**config.mk**
```make
export PLATFORM = sky130hd
export DESIGN_NAME = ordered_list_with_middle_ops_core
export DESIGN_NICKNAME = d
export VERILOG_FILES = /design/src/rtl/olm_pkg.sv /design/src/rtl/ordered_list_with_middle_ops_core.sv
export SDC_FILE = /design/constraint.sdc
export NUM_CORES = 2
export LEC_CHECK = 0
export BUFFER_PORTS_ARGS = -buffer_cell sky130_fd_sc_hd__buf_2
export CORE_MARGIN = 5
export CORE_UTILIZATION = 40
export DETAILED_ROUTE_END_ITERATION = 10
export GPL_TIMING_DRIVEN = 0
export RECOVER_POWER = 25
export SKIP_CTS_REPAIR_TIMING = 1
export SLEW_MARGIN = 40
export SYNTH_ARGS = -nofsm -noshare
export SYNTH_HDL_FRONTEND = slang
export SYNTH_SLANG_ARGS = --single-unit
```
**constraint.sdc**
```tcl
create_clock -name clk_i -period 6.75 [get_ports clk_i]
set_input_delay 0 -clock clk_i [delete_from_list [all_inputs] [get_ports clk_i]]
set_output_delay 0 -clock clk_i [all_outputs]
set_load 0.03 [all_outputs]
```
**src/rtl/olm_pkg.sv**
```systemverilog
// Shared constants and codes for the ordered list with middle operations.
// No dependencies; imported by the core.
`default_nettype none

package olm_pkg;

  localparam int unsigned DEPTH = 64;
  localparam int unsigned AW    = $clog2(DEPTH);
  localparam int unsigned CW    = $clog2(DEPTH + 1);
  localparam int unsigned VW    = 32;

  // Output tdata: removed_value then entry_count, padded to whole bytes
  localparam int unsigned OUT_DW = ((VW + CW + 7) / 8) * 8;

  typedef enum logic [1:0] {
    CMD_APPEND     = 2'd0,
    CMD_POP_HEAD   = 2'd1,
    CMD_INSERT_MID = 2'd2,
    CMD_REMOVE_MID = 2'd3
  } cmd_e;

  typedef enum logic [1:0] {
    ST_DONE  = 2'd0,
    ST_EMPTY = 2'd1,
    ST_FULL  = 2'd2
  } status_e;

endpackage

`default_nettype wire

```
**src/rtl/ordered_list_with_middle_ops_core.sv**
```systemverilog
// Ordered list store: tail append, head removal, middle insert and remove.
// Uses olm_pkg for sizes and command/status codes.
//
// Channel   Dir  tdata (low bit up)                    tuser (low bit up)
// s_axis    in   value[31:0]                           command[1:0]
// m_axis    out  removed_value[31:0], entry_count[6:0] removed_valid, status[1:0]
//
// Entries sit in a single-port-write, registered-read memory; each word moves
// by a read then a write state. With n entries held and p the target, insert
// moves n-p words tailward, then writes at p; remove reads p, then moves n-1-p
// words headward. Rejected commands (empty or full) give their beat next cycle.
// The slave side is ready only between commands; a stalled result holds.
// Reset clears the count and control; the memory is not cleared.
`default_nettype none

module ordered_list_with_middle_ops_core
  import olm_pkg::*;
(
  input  wire logic              clk_i,
  input  wire logic              rst_ni,
  input  wire logic              s_axis_tvalid,
  output logic                   s_axis_tready,
  input  wire logic [VW-1:0]     s_axis_tdata,   // value
  input  wire logic [1:0]        s_axis_tuser,   // command
  output logic                   m_axis_tvalid,
  input  wire logic              m_axis_tready,
  output logic [OUT_DW-1:0]      m_axis_tdata,   // removed_value, entry_count, zero pad
  output logic [2:0]             m_axis_tuser    // removed_valid, status
);

  typedef enum logic [2:0] {
    S_IDLE,
    S_INS_CHK,
    S_INS_WR,
    S_REM_RD,
    S_REM_CAP,
    S_REM_CHK,
    S_REM_WR,
    S_OUT
  } state_e;

  state_e          state_q;
  logic [CW-1:0]   count_q;
  logic [AW-1:0]   idx_q;
  logic [AW-1:0]   pos_q;
  logic [VW-1:0]   val_q;
  logic [VW-1:0]   removed_q;
  logic            rvalid_q;
  status_e         status_q;

  logic [VW-1:0]   mem [DEPTH];
  logic [VW-1:0]   rdata_q;

  logic            mem_re;
  logic [AW-1:0]   mem_raddr;
  logic            mem_we;
  logic [AW-1:0]   mem_waddr;
  logic [VW-1:0]   mem_wdata;
  logic            rem_last;
  logic            accept;
  cmd_e            cmd;

  assign accept   = s_axis_tvalid && s_axis_tready;
  assign cmd      = cmd_e'(s_axis_tuser);
  assign rem_last = (CW'(idx_q) + CW'(1)) >= count_q;

  // Memory port control
  always_comb begin
    mem_re    = 1'b0;
    mem_raddr = idx_q;
    mem_we    = 1'b0;
    mem_waddr = idx_q;
    mem_wdata = rdata_q;
    unique case (state_q)
      S_INS_CHK: begin
        if (idx_q == pos_q) begin
          mem_we    = 1'b1;
          mem_wdata = val_q;
        end else begin
          mem_re    = 1'b1;
          mem_raddr = idx_q - AW'(1);
        end
      end
      S_INS_WR: mem_we = 1'b1;
      S_REM_RD: mem_re = 1'b1;
      S_REM_CHK: begin
        if (!rem_last) begin
          mem_re    = 1'b1;
          mem_raddr = idx_q + AW'(1);
        end
      end
      S_REM_WR: mem_we = 1'b1;
      default: ;
    endcase
  end

  always_ff @(posedge clk_i) begin
    if (mem_we) begin
      mem[mem_waddr] <= mem_wdata;
    end
    if (mem_re) begin
      rdata_q <= mem[mem_raddr];
    end
  end

  // Sequencer and result registers
  always_ff @(posedge clk_i or negedge rst_ni) begin
    if (!rst_ni) begin
      state_q   <= S_IDLE;
      count_q   <= '0;
      idx_q     <= '0;
      pos_q     <= '0;
      val_q     <= '0;
      removed_q <= '0;
      rvalid_q  <= 1'b0;
      status_q  <= ST_DONE;
    end else begin
      unique case (state_q)
        S_IDLE: begin
          if (accept) begin
            val_q     <= s_axis_tdata;
            removed_q <= '0;
            rvalid_q  <= 1'b0;
            status_q  <= ST_DONE;
            case (cmd) inside
              CMD_APPEND, CMD_INSERT_MID: begin
                if (count_q >= CW'(DEPTH)) begin
                  status_q <= ST_FULL;
                  state_q  <= S_OUT;
                end else begin
                  idx_q <= AW'(count_q);
                  if (cmd == CMD_INSERT_MID && count_q >= CW'(2)) begin
                    pos_q <= AW'(count_q >> 1);
                  end else begin
                    pos_q <= AW'(count_q);
                  end
                  state_q <= S_INS_CHK;
                end
              end
              default: begin
                if (count_q == '0) begin
                  status_q <= ST_EMPTY;
                  state_q  <= S_OUT;
                end else begin
                  if (cmd == CMD_REMOVE_MID && count_q > CW'(2)) begin
                    idx_q <= AW'(count_q >> 1);
                  end else begin
                    idx_q <= '0;
                  end
                  state_q <= S_REM_RD;
                end
              end
            endcase
          end
        end
        S_INS_CHK: begin
          if (idx_q == pos_q) begin
            count_q <= count_q + CW'(1);
            state_q <= S_OUT;
          end else begin
            state_q <= S_INS_WR;
          end
        end
        S_INS_WR: begin
          // shift one word toward the tail, then step down
          idx_q   <= idx_q - AW'(1);
          state_q <= S_INS_CHK;
        end
        S_REM_RD: state_q <= S_REM_CAP;
        S_REM_CAP: begin
          removed_q <= rdata_q;
          state_q   <= S_REM_CHK;
        end
        S_REM_CHK: begin
          if (rem_last) begin
            count_q  <= count_q - CW'(1);
            rvalid_q <= 1'b1;
            state_q  <= S_OUT;
          end else begin
            state_q <= S_REM_WR;
          end
        end
        S_REM_WR: begin
          // close the gap one word at a time
          idx_q   <= idx_q + AW'(1);
          state_q <= S_REM_CHK;
        end
        S_OUT: begin
          if (m_axis_tready) begin
            state_q <= S_IDLE;
          end
        end
        default: state_q <= S_IDLE;
      endcase
    end
  end

  assign s_axis_tready = (state_q == S_IDLE);
  assign m_axis_tvalid = (state_q == S_OUT);
  assign m_axis_tdata  = {{(OUT_DW - VW - CW){1'b0}}, count_q, removed_q};
  assign m_axis_tuser  = {status_q, rvalid_q};

`ifndef ASSERT_OFF
  a_count_bound: assert property (@(posedge clk_i) disable iff (!rst_ni)
    count_q <= CW'(DEPTH))
    else $error("entry count above depth");

  a_reject_no_remove: assert property (@(posedge clk_i) disable iff (!rst_ni)
    m_axis_tvalid && status_q != ST_DONE |-> !rvalid_q && removed_q == '0)
    else $error("rejected command reports a removed entry");

  a_busy_not_ready: assert property (@(posedge clk_i) disable iff (!rst_ni)
    m_axis_tvalid |-> !s_axis_tready)
    else $error("slave ready while a result is pending");

  a_count_step: assert property (@(posedge clk_i) disable iff (!rst_ni)
    m_axis_tvalid && rvalid_q && !$past(m_axis_tvalid) |-> $past(count_q) == count_q + CW'(1))
    else $error("removal did not lower the count by one");
`endif

endmodule

`default_nettype wire
```
# [Word level (Yosys, flattened, before mapping)]
# Memory sizes are Yosys's and may differ from the RTL's. A register that Yosys moved wholly into a read port is not among the register bits.
# Index checks and enable logic that the tools add are counted.
[op_classes] addsub=5 mul=0 div=0 n_lt_le_gt_ge=4 eq_ne=16 shifts=0 muxes=38 bitwise_logic=1 reduce_logical=20
[ops] operator="$mux W32" n=3
[ops] operator="$pmux W32 S2" n=1
[ops] operator="$mux W6" n=8
[ops] operator="$pmux W3 S7" n=1
[ops] operator="$mux W3" n=6
[ops] operator="$pmux W6 S3" n=1
[ops] operator="$mux W7" n=2
[ops] operator="$pmux W7 S2" n=1
[ops] operator="$eq A3 B3 Y1 const B" n=4
[ops] operator="$pmux W6 S2" n=1
[ops] operator="$mux W1" n=9
[ops] operator="$reduce_and A4 Y1" n=2
[ops] operator="$add A6 B1 Y7 const B" n=1
[ops] operator="$add A7 B1 Y7 const B" n=1
[ops] operator="$ge A7 B2 Y1 const B" n=1
[ops] operator="$ge A7 B7 Y1" n=1
[ops] operator="$ge A7 B7 Y1 const B" n=1
[ops] operator="$gt A7 B2 Y1 const B" n=1
[ops] operator="$logic_not A7 Y1" n=1
[ops] operator="$sub A7 B1 Y7 const B" n=1
[ops] operator="$add A6 B1 Y6 const B" n=1
[ops] operator="$eq A3 B2 Y1 const B" n=2
[ops] operator="$eq A6 B6 Y1" n=1
[ops] operator="$reduce_and A2 Y1" n=3
[ops] operator="18 further kinds" n=30
[totals] regBits=89 latch_bits=0 mem_bits_rw=2048 romBits=0 in_bits=38 out_inout_bits=45 memories=1
[memory_table] name="mem" depth=64 word_bits=32 read_ports=1 rd_ports_with_merged_regs=1 write_ports=1 line_no="ordered_list_with_middle_ops_core.sv:51" rtl="logic [VW-1:0] mem [DEPTH];"

# [Logic depth before layout (Yosys ltp)]
[logic_depth] ltp_word=7 ltp_mapped=20 mapped_depth_nobuf=15

# [Least setup slack after synthesis]
# OpenSTA, ideal clock, no wires.
[synth_timing] kind="register to register" from="register idx_q[4]" to="memory mem[36][0], enable pin" setup_time_ns=0.513 t_arrival_ns=4.921 required_time_ns=6.237 path_slack_ns=1.315 path_stages_with_launch=6 path_buffers=0 synth_period_minus_slack_ns=5.435 path_cell_list="dfrtp_1 xor2_1 nor4_4 nand3_1 a21oi_1 nor4b_1"
[synth_via] elab_chain_cells=5
[synth_rtl] element="start: declaration" line_no="ordered_list_with_middle_ops_core.sv:44" rtl="logic [AW-1:0] idx_q;"
[synth_rtl] element="start signal: assignment" line_no="ordered_list_with_middle_ops_core.sv:131" rtl="idx_q <= AW'(count_q);"
[synth_rtl] element="start signal: assignment" line_no="ordered_list_with_middle_ops_core.sv:146" rtl="idx_q <= AW'(count_q >> 1);"
[synth_rtl] element="start signal: assignment" line_no="ordered_list_with_middle_ops_core.sv:166" rtl="idx_q <= idx_q - AW'(1);"
[synth_rtl] element="$eq A6 B6 Y1" line_no="ordered_list_with_middle_ops_core.sv:76" rtl="if (idx_q == pos_q) begin"
[synth_rtl] element="$mux W1" line_no="ordered_list_with_middle_ops_core.sv:76"
[synth_rtl] element="$pmux W1 S2" line_no="ordered_list_with_middle_ops_core.sv:74" rtl="unique case (state_q)"
[synth_rtl] element="$mux W1" line_no="ordered_list_with_middle_ops_core.sv:98" rtl="if (mem_we) begin"
[synth_rtl] element="$mux W1 (implied by the code)" line_no="ordered_list_with_middle_ops_core.sv:99" rtl="mem[mem_waddr] <= mem_wdata;"
[synth_rtl] element="end: declaration" line_no="ordered_list_with_middle_ops_core.sv:51"
# Several ways; a longest one is shown, not always the timed one.

# [Worst setup path in the final report]
[layout_timing] from="register idx_q[2]" to="register rdata_q[31], read port of mem, data pin"
[layout_via] elab_chain_cells=4 word_cells_on_any_way=11 cone_classes="add/sub (3); order compare (1); eq/ne (1); mux (6)"
[layout_rtl] element="$add A6 B1 Y7" line_no="ordered_list_with_middle_ops_core.sv:65" rtl="assign rem_last = (CW'(idx_q) + CW'(1)) >= count_q;"
[layout_rtl] element="$ge A7 B7 Y1" line_no="ordered_list_with_middle_ops_core.sv:65"
[layout_rtl] element="$mux W1 / $mux W6 (equally long branches)" line_no="ordered_list_with_middle_ops_core.sv:87" rtl="if (!rem_last) begin"
[layout_rtl] element="$pmux W1 S3 / $pmux W6 S2 (equally long branches)" line_no="ordered_list_with_middle_ops_core.sv:74"
[layout_rtl] element="end: declaration" line_no="ordered_list_with_middle_ops_core.sv:52" rtl="logic [VW-1:0] rdata_q;"
# Several ways; a longest one is shown, not always the timed one.
# A chain may end at the register's enable or synchronous reset.

==> impl_metrics.env <==
export IMPL_outcome="finished with violations"
export IMPL_violations="hold timing, capacitance limit, slew limit, setup timing"
export IMPL_dr_pass1_iters=7
export IMPL_r2r_slack_ns=-0.07
export IMPL_grtUsageTotal=0.3261
export IMPL_hold_violations=1
export IMPL_detail_route_vias_per_cell=6.607
export IMPL_hp_start="s_axis_tvalid"
export IMPL_fin_nets=6847
export IMPL_preCtsSetupSlack_ns=-1.005
export IMPL_setup_viol=5
export IMPL_critPathRequiredTime_ns=7.26
export IMPL_use_met1=0.4094
export IMPL_grt_pass1_wl_um=508200
export IMPL_regArea_mm2=0.06469
export IMPL_worstMarginPinSlew_ns=2.946
export IMPL_async_flop_share=0.04103
export IMPL_ios=83
export IMPL_busiest_layer="met2"
export IMPL_htree_levels=4
export IMPL_hold_class="in2reg"
export IMPL_crit_chain="clkbuf_1 -> nand3_1 -> xnor2_1 -> ha_1 -> a21oi_1 -> o21ai_1 -> a211oi_2 -> buf_4 -> o21a_1 -> nor2_1 -> nor2_1 -> buf_2 -> buf_2 -> clkbuf_4 -> a211o_1 -> a211oi_1 -> a311oi_1 -> o311ai_4"
export IMPL_crit_type="reg2reg"
export IMPL_synth_most_common_cell="edfxtp_1"
export IMPL_slowest_stage="a311oi_1"
export IMPL_drc_errors=0
export IMPL_skew_ns=0.04606
export IMPL_ant_nets=0
export IMPL_post_dp_hpwl_um=273600
export IMPL_synth_area_top_cells="edfxtp_1, nand2_1, dfrtp_1"
export IMPL_numCtsBuffers=218
export IMPL_clock_root_buffer="clkbuf_16"
export IMPL_layout_drive_gt1_share=0.1551
export IMPL_drt_initial_drc_count=12704
export IMPL_clock_latency_ns=0.88
export IMPL_area_delta_synth_final_pct=20.79
export IMPL_slowest_delay_ns=0.70
export IMPL_netlist_instances=6156
export IMPL_cp_num_buf_inv=5
export IMPL_cts_buffer_depth=3
export IMPL_finalHoldWorstSlack_ns=-0.01986
export IMPL_fill_cells=18167
export IMPL_setup_tns_ns=-0.2137
export IMPL_design_core_area_mm2=0.2167
export IMPL_cp_end_kind="flip-flop"
export IMPL_multi_input_area_mm2=0.02112
export IMPL_grtUsageMet3=0.1398
export IMPL_vias=65163
export IMPL_routed_wirelength_um=385600
export IMPL_synth_distinct_cells=79
export IMPL_dp_cells=9333
export IMPL_fin_cells=9862
export IMPL_place_congestion=0.9936
export IMPL_overflow=0
export IMPL_holdPathEnd="state_q[0]$_DFFE_PN0P_"
export IMPL_die_w_um=476.4
export IMPL_r2r_cells=18
export IMPL_fp_dieH_um=476.4
export IMPL_startpoint_type="flip-flop"
export IMPL_synth_top_area_share=0.7178
export IMPL_path_delay_family="compound AO/OA/AOI/OAI gates"
export IMPL_worstReg2RegStart="idx_q[2]$_DFFE_PN0P_"
export IMPL_antenna_found_initial=31
export IMPL_synth_seq_cells=2169
export IMPL_start_util=0.4015
export IMPL_drv_slew=687
export IMPL_rr_endpoint="rdata_q[31]$_DFFE_PP_"
export IMPL_crit_fanout=10
export IMPL_maxSlewHeadroom=-0.9638
export IMPL_wl_per_cell_um=39.10
export IMPL_crit_cells=18
export IMPL_crit_arrival_ns=7.34
export IMPL_whs_path_depth=4
export IMPL_yosysSeqAreaShare=0.7434
export IMPL_synth_yosys_warnings=0
export IMPL_avgSynthCellArea_um2=14.13
export IMPL_grt_pass1_vias=59107
export IMPL_layout_setup_ws_ns=-0.07375
export IMPL_clk_pin_slew_ns=0.06
export IMPL_synthesis_area_mm2=0.08701
export IMPL_die_area_mm2=0.2270
export IMPL_drv_cap=14
export IMPL_synth_fp_nets=6209
export IMPL_cts_sinks=2169
export IMPL_synthTopCellsByCount="edfxtp_1, nand2_1, nand3_1"
export IMPL_synth_edf_count=2080
export IMPL_fmax_mhz=146.5
export IMPL_cts_tree="yes"
export IMPL_timing_final_crit_share=1.011
export IMPL_grtUsageMet2=0.4523
export IMPL_yosys_area_top_type="edfxtp_1"
export IMPL_rows=171
export IMPL_grt_max_degree=65
export IMPL_fin_crit_ns=6.824
export IMPL_synth_flop_cell="edfxtp_1"
export IMPL_io_buffers=81
[how the worst max path moves through the flow]
| stage | start | to |
|---|---|---|
| 2_1_floorplan | idx_q[4]$_DFFE_PN0P_ | mem[36][0]$_DFFE_PP_ |
| 3_3_place_gp | idx_q[0]$_DFFE_PN0P_ | mem[36][31]$_DFFE_PP_ |
| 3_5_place_dp | idx_q[3]$_DFFE_PN0P_ | rdata_q[17]$_DFFE_PP_ |
| 4_1_cts | idx_q[3]$_DFFE_PN0P_ | rdata_q[17]$_DFFE_PP_ |
| 5_1_grt | idx_q[2]$_DFFE_PN0P_ | rdata_q[26]$_DFFE_PP_ |
| 6_report | idx_q[2]$_DFFE_PN0P_ | rdata_q[31]$_DFFE_PP_ |
[cell usage in the layout, fill, tap and decap left out, types with 82 or more instances in the layout]
master and n:
nand3_1 366, mux2i_1 106, clkbuf_16 222, a31oi_1 231
dfrtp_1 88, and3_1 301, clkbuf_1 214, buf_2 220
edfxtp_1 2080, buf_16 126, dlygate4sd3_1 87, clkbuf_2 89
nand2_1 1317, o21ai_0 82, a211oi_1 239, a21oi_1 123
[layout make-up]
cell class,count,share of cell area
buffer,441,0.02062
clock inverter,139,0.01226
tap,2854,0.03398
multi-input combinational,3524,0.2010
clock buffer,268,0.05473
antenna,27,0.0006429
timing repair buffer,420,0.06061
sequential,2169,0.6155
inverter,20,0.0007143
[flip-flops by register name (all words and copies together), names as in the netlist]
register and flops:
val_q 32, idx_q 6, rdata_q 32, count_q 7
state_q 3, pos_q 6, removed_q 32, mem 2048
status_q 2, rvalid_q 1
[per-stage QoR]
stage | util | cell area (µm²) | hold slack (ns)
3_3_place_gp | 0.4198 | 90990 | 0.1980
6_report | 0.4849 | 105100 | -0.01986
4_1_cts | 0.4804 | 104100 | -1.007
2_1_floorplan | - | 87010 | -0.2956
3_5_place_dp | 0.4479 | 97080 | -0.06696
5_1_grt | 0.4846 | 105000 | 0.01100
[per-layer routing]
metal | vias up | wire length, µm | part of all wire
li1 | 24968 | - | -
met4 | 14 | 36270 | 0.094
met5 | - | 82 | 0.00021
met2 | 6204 | 155700 | 0.40
met1 | 32413 | 129800 | 0.34
met3 | 1564 | 63780 | 0.17
[worst reg2reg max path: stages, from the launching register on]
cell and delay [ns]:
dfrtp_1 0.46, clkbuf_1 0.46, nand3_1 0.16, xnor2_1 0.43
ha_1 0.34, a21oi_1 0.16, o21ai_1 0.17, a211oi_2 0.45
buf_4 0.22, o21a_1 0.32, nor2_1 0.15, nor2_1 0.20
buf_2 0.35, buf_2 0.56, clkbuf_4 0.51, a211o_1 0.35
a211oi_1 0.08, a311oi_1 0.70, o311ai_4 0.40
[cells by family after synthesis]
kind of cell	synth area share
xor gates and xnor gates	0.001812
other	0.00004310
adders and majority gates	0.002243
DFF	0.7434
buffers and inverters	0.02354
muxes	0.02828
and+or+nand+nor	0.1140
AOI/OAI and AO/OA	0.08662
Power is left out: the tool's default activity adds up to more than one toggle a clock period on the data nets, which glitch-free logic cannot reach.
